===== config.mk =====
export PLATFORM = sky130hd
export DESIGN_NAME = pump_safety_interlock_core
export DESIGN_NICKNAME = d
export VERILOG_FILES = /design/src/hw/rtl/psi_pkg.sv /design/src/hw/rtl/psi_csr.sv /design/src/hw/rtl/psi_step.sv /design/src/hw/rtl/pump_safety_interlock_core.sv
export VERILOG_INCLUDE_DIRS = /design/src /design/src/hw/rtl
export SDC_FILE = /design/constraint.sdc
export NUM_CORES = 1
export LEC_CHECK = 0
export ABC_CLOCK_PERIOD_IN_PS = 11500
export CORE_AREA = 4 4 111 166
export DETAILED_ROUTE_END_ITERATION = 16
export DIE_AREA = 0 0 115 170
export DONT_BUFFER_PORTS = 1
export GPL_ROUTABILITY_DRIVEN = 0
export PLACE_DENSITY = 0.76
export SETUP_SLACK_MARGIN = 0.1
export SYNTH_ARGS = -nofsm -noshare
export SYNTH_HDL_FRONTEND = slang
export SYNTH_SLANG_ARGS = --single-unit
export TNS_END_PERCENT = 50

===== constraint.sdc =====
create_clock -name clock -period 11.5 [get_ports clock]
set_input_delay 0.575 -clock clock [delete_from_list [all_inputs] [get_ports clock]]
set_output_delay 0.575 -clock clock [all_outputs]
set_load 0.005 [all_outputs]

===== src/hw/rtl/pump_safety_interlock_core_defines.svh =====
// assertion macros for the pump safety interlock
`ifndef PUMP_SAFETY_INTERLOCK_CORE_DEFINES_SVH
`define PUMP_SAFETY_INTERLOCK_CORE_DEFINES_SVH

// same-cycle implication, checked on every rising clock edge out of reset
`define PSI_ASSERT_NOW(label, clk, rst, ante, cons, msg) \
   label: assert property (@(posedge clk) disable iff (rst) (ante) |-> (cons)) \
      else $error(msg);

// next-cycle implication
`define PSI_ASSERT_NEXT(label, clk, rst, ante, cons, msg) \
   label: assert property (@(posedge clk) disable iff (rst) (ante) |=> (cons)) \
      else $error(msg);

`endif


===== src/hw/rtl/psi_pkg.sv =====
// shared types, constants and helpers for the pump safety interlock
`timescale 1ns / 1ps

package psi_pkg;

   localparam int CNT_W     = 27;
   localparam int DEG_W     = 8;
   localparam int REQ_DEG_W = 11;
   localparam int EVT_W     = 3;
   localparam int CSR_IDX_W = 2;

   localparam logic [CNT_W-1:0] WATCHDOG_RESET = CNT_W'(30000);
   localparam logic [CNT_W-1:0] RUNTIME_RESET  = CNT_W'(600000);
   localparam logic [DEG_W-1:0] SERVO_MIN_RESET = DEG_W'(0);
   localparam logic [DEG_W-1:0] SERVO_MAX_RESET = DEG_W'(180);

   typedef enum logic [EVT_W-1:0] {
      EV_NONE     = 3'd0,
      EV_APPLIED  = 3'd1,
      EV_REJECTED = 3'd2,
      EV_WATCHDOG = 3'd3,
      EV_RUNTIME  = 3'd4
   } psi_event_type;

   typedef enum logic [CSR_IDX_W-1:0] {
      CSR_WATCHDOG_LIMIT = 2'd0,
      CSR_MAX_RUNTIME    = 2'd1,
      CSR_SERVO_MIN      = 2'd2,
      CSR_SERVO_MAX      = 2'd3
   } psi_csr_index_type;

   typedef struct packed {
      logic [CNT_W-1:0] watchdog_limit;
      logic [CNT_W-1:0] max_runtime;
      logic [DEG_W-1:0] servo_min;
      logic [DEG_W-1:0] servo_max;
   } psi_cfg_type;

   typedef struct packed {
      logic                        command;
      logic                        has_first_pump;
      logic                        first_pump_request;
      logic                        has_second_pump;
      logic                        second_pump_request;
      logic                        has_servo;
      logic signed [REQ_DEG_W-1:0] servo_request_deg;
   } psi_item_type;

   typedef struct packed {
      logic             first_pump;
      logic             second_pump;
      logic [CNT_W-1:0] silence_count;
      logic [CNT_W-1:0] run_count;
      logic             lockout;
      logic [DEG_W-1:0] servo_angle;
   } psi_state_type;

   // counter that sticks at all ones
   function automatic logic [CNT_W-1:0] sat_inc(input logic [CNT_W-1:0] v);
      sat_inc = (&v) ? v : v + CNT_W'(1);
   endfunction

endpackage


===== src/hw/rtl/psi_csr.sv =====
// configuration register file of the pump safety interlock
`timescale 1ns / 1ps

module psi_csr (
   input  logic                          clock,
   input  logic                          reset,
   input  logic                          csr_valid,
   output logic                          csr_ready,
   input  logic [psi_pkg::CSR_IDX_W-1:0] csr_index,
   input  logic [psi_pkg::CNT_W-1:0]     csr_wdata,
   output psi_pkg::psi_cfg_type          cfg
);
   import psi_pkg::*;

   psi_cfg_type cfg_ff;
   psi_cfg_type cfg_in;

   assign csr_ready = 1'b1;
   assign cfg       = cfg_ff;

   always_comb begin
      cfg_in = cfg_ff;
      if (csr_valid && csr_ready) begin
         case (psi_csr_index_type'(csr_index))
            CSR_WATCHDOG_LIMIT: cfg_in.watchdog_limit = csr_wdata;
            CSR_MAX_RUNTIME:    cfg_in.max_runtime    = csr_wdata;
            CSR_SERVO_MIN:      cfg_in.servo_min      = csr_wdata[DEG_W-1:0];
            CSR_SERVO_MAX:      cfg_in.servo_max      = csr_wdata[DEG_W-1:0];
            default:            cfg_in = cfg_ff;
         endcase
      end
   end

   always_ff @(posedge clock) begin
      if (reset) begin
         cfg_ff.watchdog_limit <= WATCHDOG_RESET;
         cfg_ff.max_runtime    <= RUNTIME_RESET;
         cfg_ff.servo_min      <= SERVO_MIN_RESET;
         cfg_ff.servo_max      <= SERVO_MAX_RESET;
      end else begin
         cfg_ff <= cfg_in;
      end
   end

endmodule


===== src/hw/rtl/psi_step.sv =====
// next-state and event logic for one tick or command
`timescale 1ns / 1ps

module psi_step (
   input  psi_pkg::psi_cfg_type   cfg,
   input  psi_pkg::psi_state_type cur,
   input  psi_pkg::psi_item_type  item,
   output psi_pkg::psi_state_type nxt,
   output psi_pkg::psi_event_type evt
);
   import psi_pkg::*;

   logic                        want_on;
   logic                        was_running;
   logic signed [REQ_DEG_W:0]   deg_x;
   logic signed [REQ_DEG_W:0]   min_x;
   logic signed [REQ_DEG_W:0]   max_x;

   always_comb begin
      nxt         = cur;
      evt         = EV_NONE;
      want_on     = (item.has_first_pump && item.first_pump_request) ||
                    (item.has_second_pump && item.second_pump_request);
      was_running = 1'b0;
      deg_x       = {item.servo_request_deg[REQ_DEG_W-1], item.servo_request_deg};
      min_x       = $signed({{(REQ_DEG_W+1-DEG_W){1'b0}}, cfg.servo_min});
      max_x       = $signed({{(REQ_DEG_W+1-DEG_W){1'b0}}, cfg.servo_max});

      if (item.command) begin
         nxt.silence_count = '0;
         if (cur.lockout && want_on) begin
            evt = EV_REJECTED;
         end else begin
            // pumps are set one after the other, run count follows each step
            if (item.has_first_pump) begin
               was_running    = nxt.first_pump || nxt.second_pump;
               nxt.first_pump = item.first_pump_request;
               if ((item.first_pump_request && !was_running) ||
                   (!nxt.first_pump && !nxt.second_pump)) begin
                  nxt.run_count = '0;
               end
            end
            if (item.has_second_pump) begin
               was_running     = nxt.first_pump || nxt.second_pump;
               nxt.second_pump = item.second_pump_request;
               if ((item.second_pump_request && !was_running) ||
                   (!nxt.first_pump && !nxt.second_pump)) begin
                  nxt.run_count = '0;
               end
            end
            if (item.has_servo) begin
               if (deg_x < min_x) begin
                  nxt.servo_angle = cfg.servo_min;
               end else if (deg_x > max_x) begin
                  nxt.servo_angle = cfg.servo_max;
               end else begin
                  nxt.servo_angle = item.servo_request_deg[DEG_W-1:0];
               end
            end
            evt = EV_APPLIED;
         end
      end else begin
         nxt.silence_count = sat_inc(cur.silence_count);
         if (cur.first_pump || cur.second_pump) begin
            nxt.run_count = sat_inc(cur.run_count);
         end
         // watchdog first; it leaves nothing running for the runtime check
         if ((cur.first_pump || cur.second_pump) &&
             (nxt.silence_count > cfg.watchdog_limit)) begin
            nxt.first_pump  = 1'b0;
            nxt.second_pump = 1'b0;
            nxt.run_count   = '0;
            evt             = EV_WATCHDOG;
         end else if ((cur.first_pump || cur.second_pump) &&
                      (nxt.run_count > cfg.max_runtime)) begin
            nxt.first_pump  = 1'b0;
            nxt.second_pump = 1'b0;
            nxt.run_count   = '0;
            nxt.lockout     = 1'b1;
            evt             = EV_RUNTIME;
         end
      end
   end

endmodule


===== src/hw/rtl/pump_safety_interlock_core.sv =====
// top level of the pump safety interlock: beat registers, state and csr
`timescale 1ns / 1ps

`include "pump_safety_interlock_core_defines.svh"

// Pump safety interlock. Each request beat is a one millisecond tick
// (command low) or a control command, and gives exactly one response beat
// with the pump drives, clamped servo angle, lockout flag and an event code.
// A beat is taken every cycle when the response side keeps up; each request
// is held in the input register, then goes through one pass of the state
// update into the response register. The rate of one beat per cycle rests
// on the pump, counter and lockout state being updated in that one pass.
// Configuration writes are always ready and should only be made while no
// beat is in flight. The lockout is cleared by reset alone.
module pump_safety_interlock_core (
   input  logic                                  clock,
   input  logic                                  reset,
   // request channel
   input  logic                                  req_valid,
   output logic                                  req_stall,
   input  logic                                  req_command,
   input  logic                                  req_has_first_pump,
   input  logic                                  req_first_pump_request,
   input  logic                                  req_has_second_pump,
   input  logic                                  req_second_pump_request,
   input  logic                                  req_has_servo,
   input  logic signed [psi_pkg::REQ_DEG_W-1:0]  req_servo_request_deg,
   // response channel
   output logic                                  rsp_valid,
   input  logic                                  rsp_stall,
   output logic                                  rsp_first_pump_on,
   output logic                                  rsp_second_pump_on,
   output logic [psi_pkg::DEG_W-1:0]             rsp_servo_angle_deg,
   output logic                                  rsp_lockout_active,
   output logic [psi_pkg::EVT_W-1:0]             rsp_event_code,
   // configuration
   input  logic                                  csr_valid,
   output logic                                  csr_ready,
   input  logic [psi_pkg::CSR_IDX_W-1:0]         csr_index,
   input  logic [psi_pkg::CNT_W-1:0]             csr_wdata
);
   import psi_pkg::*;

   psi_cfg_type   cfg;
   psi_item_type  item_ff;
   psi_item_type  item_in;
   logic          in_valid_ff;
   logic          in_valid_in;
   psi_state_type state_ff;
   psi_state_type state_in;
   psi_state_type step_nxt;
   psi_event_type step_evt;
   logic          out_valid_ff;
   logic          out_valid_in;
   psi_state_type out_state_ff;
   psi_state_type out_state_in;
   psi_event_type out_evt_ff;
   psi_event_type out_evt_in;
   logic          advance;
   logic          req_take;

   psi_csr u_csr (
      .clock     (clock),
      .reset     (reset),
      .csr_valid (csr_valid),
      .csr_ready (csr_ready),
      .csr_index (csr_index),
      .csr_wdata (csr_wdata),
      .cfg       (cfg)
   );

   psi_step u_step (
      .cfg  (cfg),
      .cur  (state_ff),
      .item (item_ff),
      .nxt  (step_nxt),
      .evt  (step_evt)
   );

   // held beat moves on when the response register is empty or being drained
   assign advance   = in_valid_ff && (!out_valid_ff || !rsp_stall);
   assign req_stall = in_valid_ff && !advance;
   assign req_take  = req_valid && !req_stall;

   always_comb begin
      item_in.command             = req_command;
      item_in.has_first_pump      = req_has_first_pump;
      item_in.first_pump_request  = req_first_pump_request;
      item_in.has_second_pump     = req_has_second_pump;
      item_in.second_pump_request = req_second_pump_request;
      item_in.has_servo           = req_has_servo;
      item_in.servo_request_deg   = req_servo_request_deg;

      in_valid_in = in_valid_ff;
      if (req_take) begin
         in_valid_in = 1'b1;
      end else if (advance) begin
         in_valid_in = 1'b0;
      end

      state_in     = advance ? step_nxt : state_ff;
      out_state_in = step_nxt;
      out_evt_in   = step_evt;

      out_valid_in = out_valid_ff;
      if (advance) begin
         out_valid_in = 1'b1;
      end else if (!rsp_stall) begin
         out_valid_in = 1'b0;
      end
   end

   always_ff @(posedge clock) begin
      if (reset) begin
         in_valid_ff  <= 1'b0;
         out_valid_ff <= 1'b0;
         state_ff     <= '{first_pump: 1'b0, second_pump: 1'b0,
                           silence_count: '0, run_count: '0,
                           lockout: 1'b0, servo_angle: SERVO_MIN_RESET};
      end else begin
         in_valid_ff  <= in_valid_in;
         out_valid_ff <= out_valid_in;
         state_ff     <= state_in;
      end
   end

   always_ff @(posedge clock) begin
      if (req_take) begin
         item_ff <= item_in;
      end
      if (advance) begin
         out_state_ff <= out_state_in;
         out_evt_ff   <= out_evt_in;
      end
   end

   assign rsp_valid           = out_valid_ff;
   assign rsp_first_pump_on   = out_state_ff.first_pump;
   assign rsp_second_pump_on  = out_state_ff.second_pump;
   assign rsp_servo_angle_deg = out_state_ff.servo_angle;
   assign rsp_lockout_active  = out_state_ff.lockout;
   assign rsp_event_code      = out_evt_ff;

   `PSI_ASSERT_NEXT(a_lockout_sticky, clock, reset, state_ff.lockout, state_ff.lockout, "lockout cleared without reset")
   `PSI_ASSERT_NOW(a_stop_halts, clock, reset, rsp_valid && (rsp_event_code == EV_WATCHDOG || rsp_event_code == EV_RUNTIME), !rsp_first_pump_on && !rsp_second_pump_on, "stop event with a pump still on")
   `PSI_ASSERT_NOW(a_runtime_locks, clock, reset, rsp_valid && rsp_event_code == EV_RUNTIME, rsp_lockout_active, "runtime stop without lockout")
   `PSI_ASSERT_NEXT(a_state_holds, clock, reset, !advance, $stable(state_ff), "state changed with no beat processed")

endmodule


==> results of run 1 <==
layer usage:
layer | wire length, µm | track usage, % | up-vias
li1 | - | - | 3864
met1 | 9190 | 27.3 | 3700
met2 | 12000 | 41.8 | 222
met3 | 1060 | 4.73 | 79
met4 | 1170 | 13.0 | 2
met5 | 12 | 0 | -
registers in the layout, indices dropped and copies added (netlist names):
| signal | flops |
|---|---|
| in_valid_ff | 1 |
| item_ff | 17 |
| u_csr.cfg | 70 |
| rsp_event_code | 3 |
| rsp_second_pump_on | 1 |
| state_ff | 65 |
| rsp_first_pump_on | 1 |
| rsp_lockout_active | 1 |
| rsp_servo_angle_deg | 8 |
| rsp_valid | 1 |
area by class of cell:
cell class | instances | area (µm²)
inverter | 81 | 304
clock inverter | 15 | 175
tap | 213 | 267
clock buffer | 17 | 425
timing repair buffer | 8 | 60.1
fill | 1556 | 7170
multi-input combinational | 807 | 5060
sequential | 168 | 3670
layout by cell type, fill, tap and decap left out, types with 12 or more instances in the layout:
cell type | synthesis | layout
nand3_1 | 50 | 50
inv_1 | 78 | 78
clkbuf_16 | 0 | 17
a21o_1 | 12 | 12
xor2_1 | 14 | 14
nand2_1 | 164 | 164
edfxtp_1 | 31 | 31
a21oi_1 | 108 | 107
nand4_1 | 25 | 25
dfxtp_1 | 137 | 137
o21ai_0 | 46 | 46
o211ai_1 | 20 | 20
and3_1 | 14 | 14
xnor2_1 | 28 | 28
ha_1 | 71 | 71
a22oi_1 | 22 | 22
or3_1 | 21 | 21
nor2_1 | 68 | 68
final timing paths:
path,cells past startpoint,end,startpoint
setup / recovery,16,state_ff[30],state_ff[38]
hold / removal,1,u_csr.cfg[12],reset
setup reg to reg,16,state_ff[30],state_ff[38]
hold reg to reg,2,u_csr.cfg[6],u_csr.cfg[6]
cell families after synthesis:
group / Yosys count / share of synthesized area [%]
adder cells (fa/ha/maj): 71 / 9.60
multiplexers: 15 / 1.68
AND/OR/NAND/NOR: 408 / 21.1
AO/OA/AOI/OAI: 270 / 18.1
XOR/XNOR: 42 / 3.97
buffers and inverters: 131 / 5.81
other: 1 / 0.0405
flip-flops: 168 / 39.7
worst max-delay path, delay by kind of cell (launching register included):
| kind | cells | cell delay (ns) |
|---|---|---|
| XOR/XNOR | 1 | 0.09 |
| AO/OA/AOI/OAI | 4 | 0.66 |
| adder cells (fa/ha/maj) | 1 | 0.28 |
| flip-flops | 1 | 0.47 |
| AND/OR/NAND/NOR | 10 | 3.46 |
power by group through the flow:
stage / registers, W / clock network, W / logic (W)
final: 0.000626 / 0.000577 / 0.0000846
after global placement: 0.000639 / 0 / 0.0000806
after CTS: 0.000626 / 0.000583 / 0.0000842
after global routing: 0.000627 / 0.000607 / 0.0000944
after floorplan: 0.000636 / 0 / 0.0000658
after detailed placement: 0.000639 / 0 / 0.0000830
through the flow:
step | hold WS, ns | area [µm²]
floorplan | 0.432 | 9260
global placement | 0.434 | 9360
detailed placement | 0.441 | 9360
CTS | 0.192 | 9960
global route | 0.195 | 9960
finish | 0.215 | 9960
==> reports/metrics.csv, run 1 <==
stage,metric,value,unit
status,status,"complete, no violations",
sta,# setup viols final,0,
global_route,largest net degree at the start of global routing,87,
die,die area,0.0196,mm²
critical_path,"Max FO, Critical Path",24,
placement,Detailed Place HPWL,16900,µm
critical_path,slowest cell delay on critical path,0.90,ns
detailed_routing,routed wire length per instance,17.9,µm
pwr,Lkg Pwr,3.93,nW
sta,Setup Total Neg Slack,0,ns
synthesis,ys async rst share,0,%
clocking,clk_lat worst skew,0.44,ns
sta,worst rel slew slack,33.6,%
global_route,antenna violations before repair,1,
sta,Achievable Freq,199,MHz
synthesis,Post-Syn Area per Cell,8.37,µm²
pwr,power share of the clock group,44.8,%
critical_path,slowest CP cell,and3_1,
sta,skew final,0.0104,ns
critical_path,endpoint class of the critical path,flip-flop,
die,# IOs,68,
synthesis,cell taking the most area after synthesis,dfxtp_1,
detailed_routing,Pre-antenna DRT Iters,5,
clocking,CTS buffer count,17,
sta,PnR worst setup slack,6.47,ns
synthesis,cell with the most instances after synthesis,nand2_1,
placement,post-placement cell count,1277,
layout,fin nets,1205,
clocking,"Setup Fix Bufs, Post-CTS",0,
pwr,Internal,0.000939,W
sta,Final Critical Period,5.03,ns
layout,ANT cells,0,
sta,RSZ-0062 raised after global routing,no,
sta,period utilisation layout,43.7,%
synthesis,share of the synthesized area in the top cell type,29.6,%
pwr,Psw,0.000348,W
synthesis,Ys Warns,0,
detailed_routing,initial DRC count,473,
detailed_routing,DRC,0,
pwr,Final Power,0.00129,W
critical_path,critical path class,reg -> reg,
synthesis,sequential area share after synthesis,39.7,%
clocking,CTS tree,built,
sta,Tightest Pin Transition,0.996,ns
synthesis,synthesized area,0.00926,mm²
synthesis,Main synth FF type,dfxtp_1,
die,row count,59,
synthesis,Gate Count Post-Synth,1106,
detailed_routing,Post-Route WL,23400,µm
pwr,VDD IR max,103,µV
critical_path,critical path startpoint category,flip-flop,
clocking,CTS root buffer,clkbuf_16,
pwr,Logic pwr share,6.6,%
clocking,Post-CTS Hold Buffers,0,
layout,share of cells above drive strength 1,5.66,%
clocking,post-CTS sizing,0,
detailed_routing,post-route ant nets,0,
synthesis,Synth area leaders,"dfxtp_1 (30%), edfxtp_1 (10%), ha_1 (9.6%)",
global_route,first-pass GRT wire length,37500,µm
clocking,"Clk pin slew, worst setup/hold paths",0.08,ns
die,initial core utilization,54.0,%
pwr,Switching Fraction,27.1,%
sta,Final Max Slew Viols,0,
global_route,GRT overflow,0,
die,die span in y,170,µm
layout,Final Util,58.2,%
synthesis,"EDFF count, synth",31,
critical_path,Worst EP arrival,5.40,ns
detailed_routing,DR vias/cell,6.01,
clocking,clk buf depth,2,
die,Placeable Area,0.0171,mm²
pwr,power density cells,129,mW/mm²
job,max_cap viols,0,
sta,final hold violation count,0,
pwr,Flop pwr share,48.6,%
synthesis,Synth cell types,66,
clocking,clk sinks,168,
critical_path,r2r setup slk,6.47,ns
die,Die X,115,µm
detailed_routing,DR vias,7867,
global_route,gr usage total,24.0,%
critical_path,CP cell instances,and4_4 > and4_1 > nand4_2 > and2_1 > and3_1 > nand3_1 > xnor2_1 > ha_1 > nand4_1 > nor4_1 > and4_1 > a21oi_1 > o32ai_2 > and3_1 > a21oi_1 > o21ai_0,
clocking,htree depth,4,
critical_path,Critical Path RT,11.87,ns
placement,PortBufs,0,
synthesis,Yosys reg bits,168,
worst_hold_path,Hold Path Class,in -> reg,
layout,area grow syn2layout,7.61,%
placement,pre-CTS setup slack,6.49,ns
synthesis,Synth top cells by count,"nand2_1 (164), dfxtp_1 (137), a21oi_1 (108), inv_1 (78), ha_1 (71)",
global_route,vias in the first global route,7592,
synthesis,syn_nets,1228,
layout,fin cells,1309,
(Power assumes the default switching activity.)
==> inputs of run 2 (changes only) <==
Settings changed: ABC_AREA from default to 1, ABC_CLOCK_PERIOD_IN_PS 11500 to 5100, CORE_AREA 4 4 111 166 to 4 4 117 175, DIE_AREA 0 0 115 170 to 0 0 121 179, PLACE_DENSITY 0.76 to 0.75.
Clock period 11.5 ns to 5.1 ns, I/O delays scaled along.
==> run 2 against run 1 <==
Against the previous run:
- sequential power up 130%
- core utilization grew 1.6 points
- cell area grew 14%
- synthesized area increased by 11%
- synthesized cell count is 31% higher
- count of clock-buffer cells in the layout rose by 2
- via count rose by 20%
- critical path type unchanged
==> reports/metrics.csv, run 2 <==
stage,metric,value,unit
detailed_routing,Post-Route WL,26700,µm
synthesis,ys async rst share,0,%
placement,PortBufs,0,
synthesis,synthesized area,0.0103,mm²
synthesis,Synth area leaders,"dfxtp_1 (27%), nand2_1 (12%), edfxtp_1 (9.1%)",
pwr,power density cells,295,mW/mm²
synthesis,Yosys reg bits,168,
clocking,clk_lat worst skew,0.44,ns
clocking,CTS tree,built,
clocking,htree depth,4,
sta,Final Max Slew Viols,0,
global_route,GRT overflow,0,
pwr,Lkg Pwr,4.97,nW
global_route,GR Util met3,3.88,%
synthesis,sequential area share after synthesis,35.8,%
sta,Final Critical Period,4.41,ns
clocking,clk sinks,168,
sta,Achievable Freq,227,MHz
layout,max reg flops,70,
clocking,"Setup Fix Bufs, Post-CTS",0,
synthesis,Gate Count Post-Synth,1453,
detailed_routing,DR vias/cell,5.45,
layout,ANT cells,0,
sta,period utilisation layout,86.4,%
sta,PnR worst setup slack,0.694,ns
critical_path,R2R depth,16,
synthesis,Main synth FF type,dfxtp_1,
layout,Final Util,59.8,%
critical_path,"Max FO, Critical Path",37,
global_route,GRT Max-Usage Layer,met2,
layout,share of cells above drive strength 1,7.21,%
global_route,largest net degree at the start of global routing,66,
die,Die X,121,µm
critical_path,Critical Path RT,5.47,ns
detailed_routing,routed wire length per instance,15.4,µm
clocking,CTS buffer count,17,
critical_path,Worst EP arrival,4.78,ns
die,die span in y,179,µm
sta,# setup viols final,0,
sta,worst rel slew slack,22.7,%
die,initial core utilization,54.0,%
worst_hold_path,hold path cells,2,
die,die area,0.0217,mm²
detailed_routing,initial DRC count,858,
critical_path,critical path class,reg -> reg,
synthesis,"EDFF count, synth",31,
clocking,"Clk pin slew, worst setup/hold paths",0.07,ns
global_route,first-pass GRT wire length,42900,µm
status,status,"complete, no violations",
critical_path,critical path startpoint category,flip-flop,
synthesis,Synth cell types,43,
die,row count,62,
synthesis,cell taking the most area after synthesis,dfxtp_1,
clocking,clk buf depth,2,
synthesis,cell with the most instances after synthesis,nand2_1,
synthesis,Post-Syn Area per Cell,7.07,µm²
clocking,CTS root buffer,clkbuf_16,
detailed_routing,post-route ant nets,0,
detailed_routing,Pre-antenna DRT Iters,7,
layout,fin nets,1580,
global_route,M2 GR Usage,43.7,%
critical_path,endpoint class of the critical path,flip-flop,
pwr,VDD IR max,171,µV
synthesis,Synth top cells by count,"nand2_1 (341), inv_1 (159), a21oi_1 (138), dfxtp_1 (137), nor2_1 (126)",
sta,Tightest Pin Transition,1.16,ns
synthesis,share of the synthesized area in the top cell type,26.7,%
worst_hold_path,Hold Path Class,in -> reg,
detailed_routing,DRC,0,
global_route,M1 GR Usage,29.8,%
layout,"commonest non-fill, non-tap cell in the layout",nand2_1,
sta,skew final,0.00850,ns
global_route,gr usage total,24.9,%
layout,most frequent cells in the layout,"nand2_1 (341), inv_1 (158), a21oi_1 (138)",
placement,pre-CTS setup slack,0.798,ns
sta,final hold violation count,0,
die,Placeable Area,0.0190,mm²
global_route,antenna violations before repair,0,
global_route,vias in the first global route,8659,
sta,RSZ-0062 raised after global routing,no,
synthesis,syn_nets,1575,
detailed_routing,DR vias,9404,
layout,area grow syn2layout,10.6,%
die,# IOs,68,
layout,fillers,1758,
placement,Detailed Place HPWL,18900,µm
sta,Setup Total Neg Slack,0,ns
synthesis,Ys Warns,0,
job,max_cap viols,0,
[run 2: cell count changes after synthesis, moves of 22 or more]
| cell | delta |
|---|---|
| a21oi_1 | +30 |
| a22oi_1 | -22 |
| inv_1 | +81 |
| nand2_1 | +177 |
| nand3_1 | +36 |
| nor2_1 | +58 |
| o21ai_0 | +49 |
[run 2: routing by layer]
metal	vias up	routed length [µm]	part of all wire, %
li1	4765	-	-
met1	4279	10800	41
met3	71	1270	4.8
met5	-	0	0
met4	0	1030	3.9
met2	289	13500	51
[run 2: stage by stage]
| stage | hold WS (ns) | instance area (µm²) | std cells | power [W] |
|---|---|---|---|---|
| after floorplan | 0.354 | 10300 | 1453 | 0.00188 |
| after global placement | 0.341 | 10400 | 1661 | 0.00197 |
| after detailed placement | 0.344 | 10400 | 1661 | 0.00199 |
| after CTS | 0.00325 | 11400 | 1727 | 0.00336 |
| after global routing | 0.0200 | 11400 | 1727 | 0.00351 |
| final | 0.0134 | 11400 | 1727 | 0.00335 |
[run 2: timing repair]
action                                 4_1_cts  5_1_grt
endpoints found under the hold margin       78        0
resized for setup                            0        0
hold buffers                                34        0
[run 2: path summary, 6_finish.rpt]
| check | from | to | slack (ns) |
|---|---|---|---|
| setup / recovery | state_ff[63] | state_ff[30] | 0.69 |
| hold / removal | csr_wdata[6] | u_csr.cfg[49] | 0.01 |
| setup reg to reg | state_ff[63] | state_ff[30] | 0.69 |
| hold reg to reg | u_csr.cfg[18] | u_csr.cfg[18] | 0.46 |
[run 2: kinds of logic after synthesis]
family	count (synthesis)	share of synthesized area, %
and+or+nand+nor	643	27.8
AOI/OAI and AO/OA	290	15.1
buffers and inverters	240	9.21
DFF	168	35.8
adders and majority gates	71	8.65
xor gates and xnor gates	39	3.33
other	1	0.0365
muxes	1	0.0974
[run 2: layout make-up]
cell class,instances,area (µm²),area share (%)
Clock inverter,13,169,1.49
Clock buffer,19,443,3.90
Sequential cell,168,3670,32.3
Timing Repair Buffer,41,403,3.55
Tap cell,256,320,2.82
Inverter,185,697,6.14
Multi-Input combinational cell,1045,5650,49.8
[run 2: worst max-delay path: stages, from the launching register on]
cell      delay, ns
dfxtp_1        0.34
nor2_1         0.42
inv_1          0.65
buf_4          0.40
o21ai_2        0.17
clkinv_2       0.08
ha_1           0.29
nand2_1        0.10
nor2_1         0.29
nand2_1        0.09
nor3_1         0.20
a21oi_1        0.10
nand2_1        0.19
inv_1          0.10
nor2_4         0.60
nand2_1        0.16
a21oi_2        0.14
[run 2: power breakdown]
part	internal, W	total, W	switching [W]	leakage (nW)
Sequential	0.00142	0.00147	0.0000512	1.42
Clock	0.000790	0.00135	0.000564	0.294
Combinational	0.000187	0.000526	0.000339	3.26
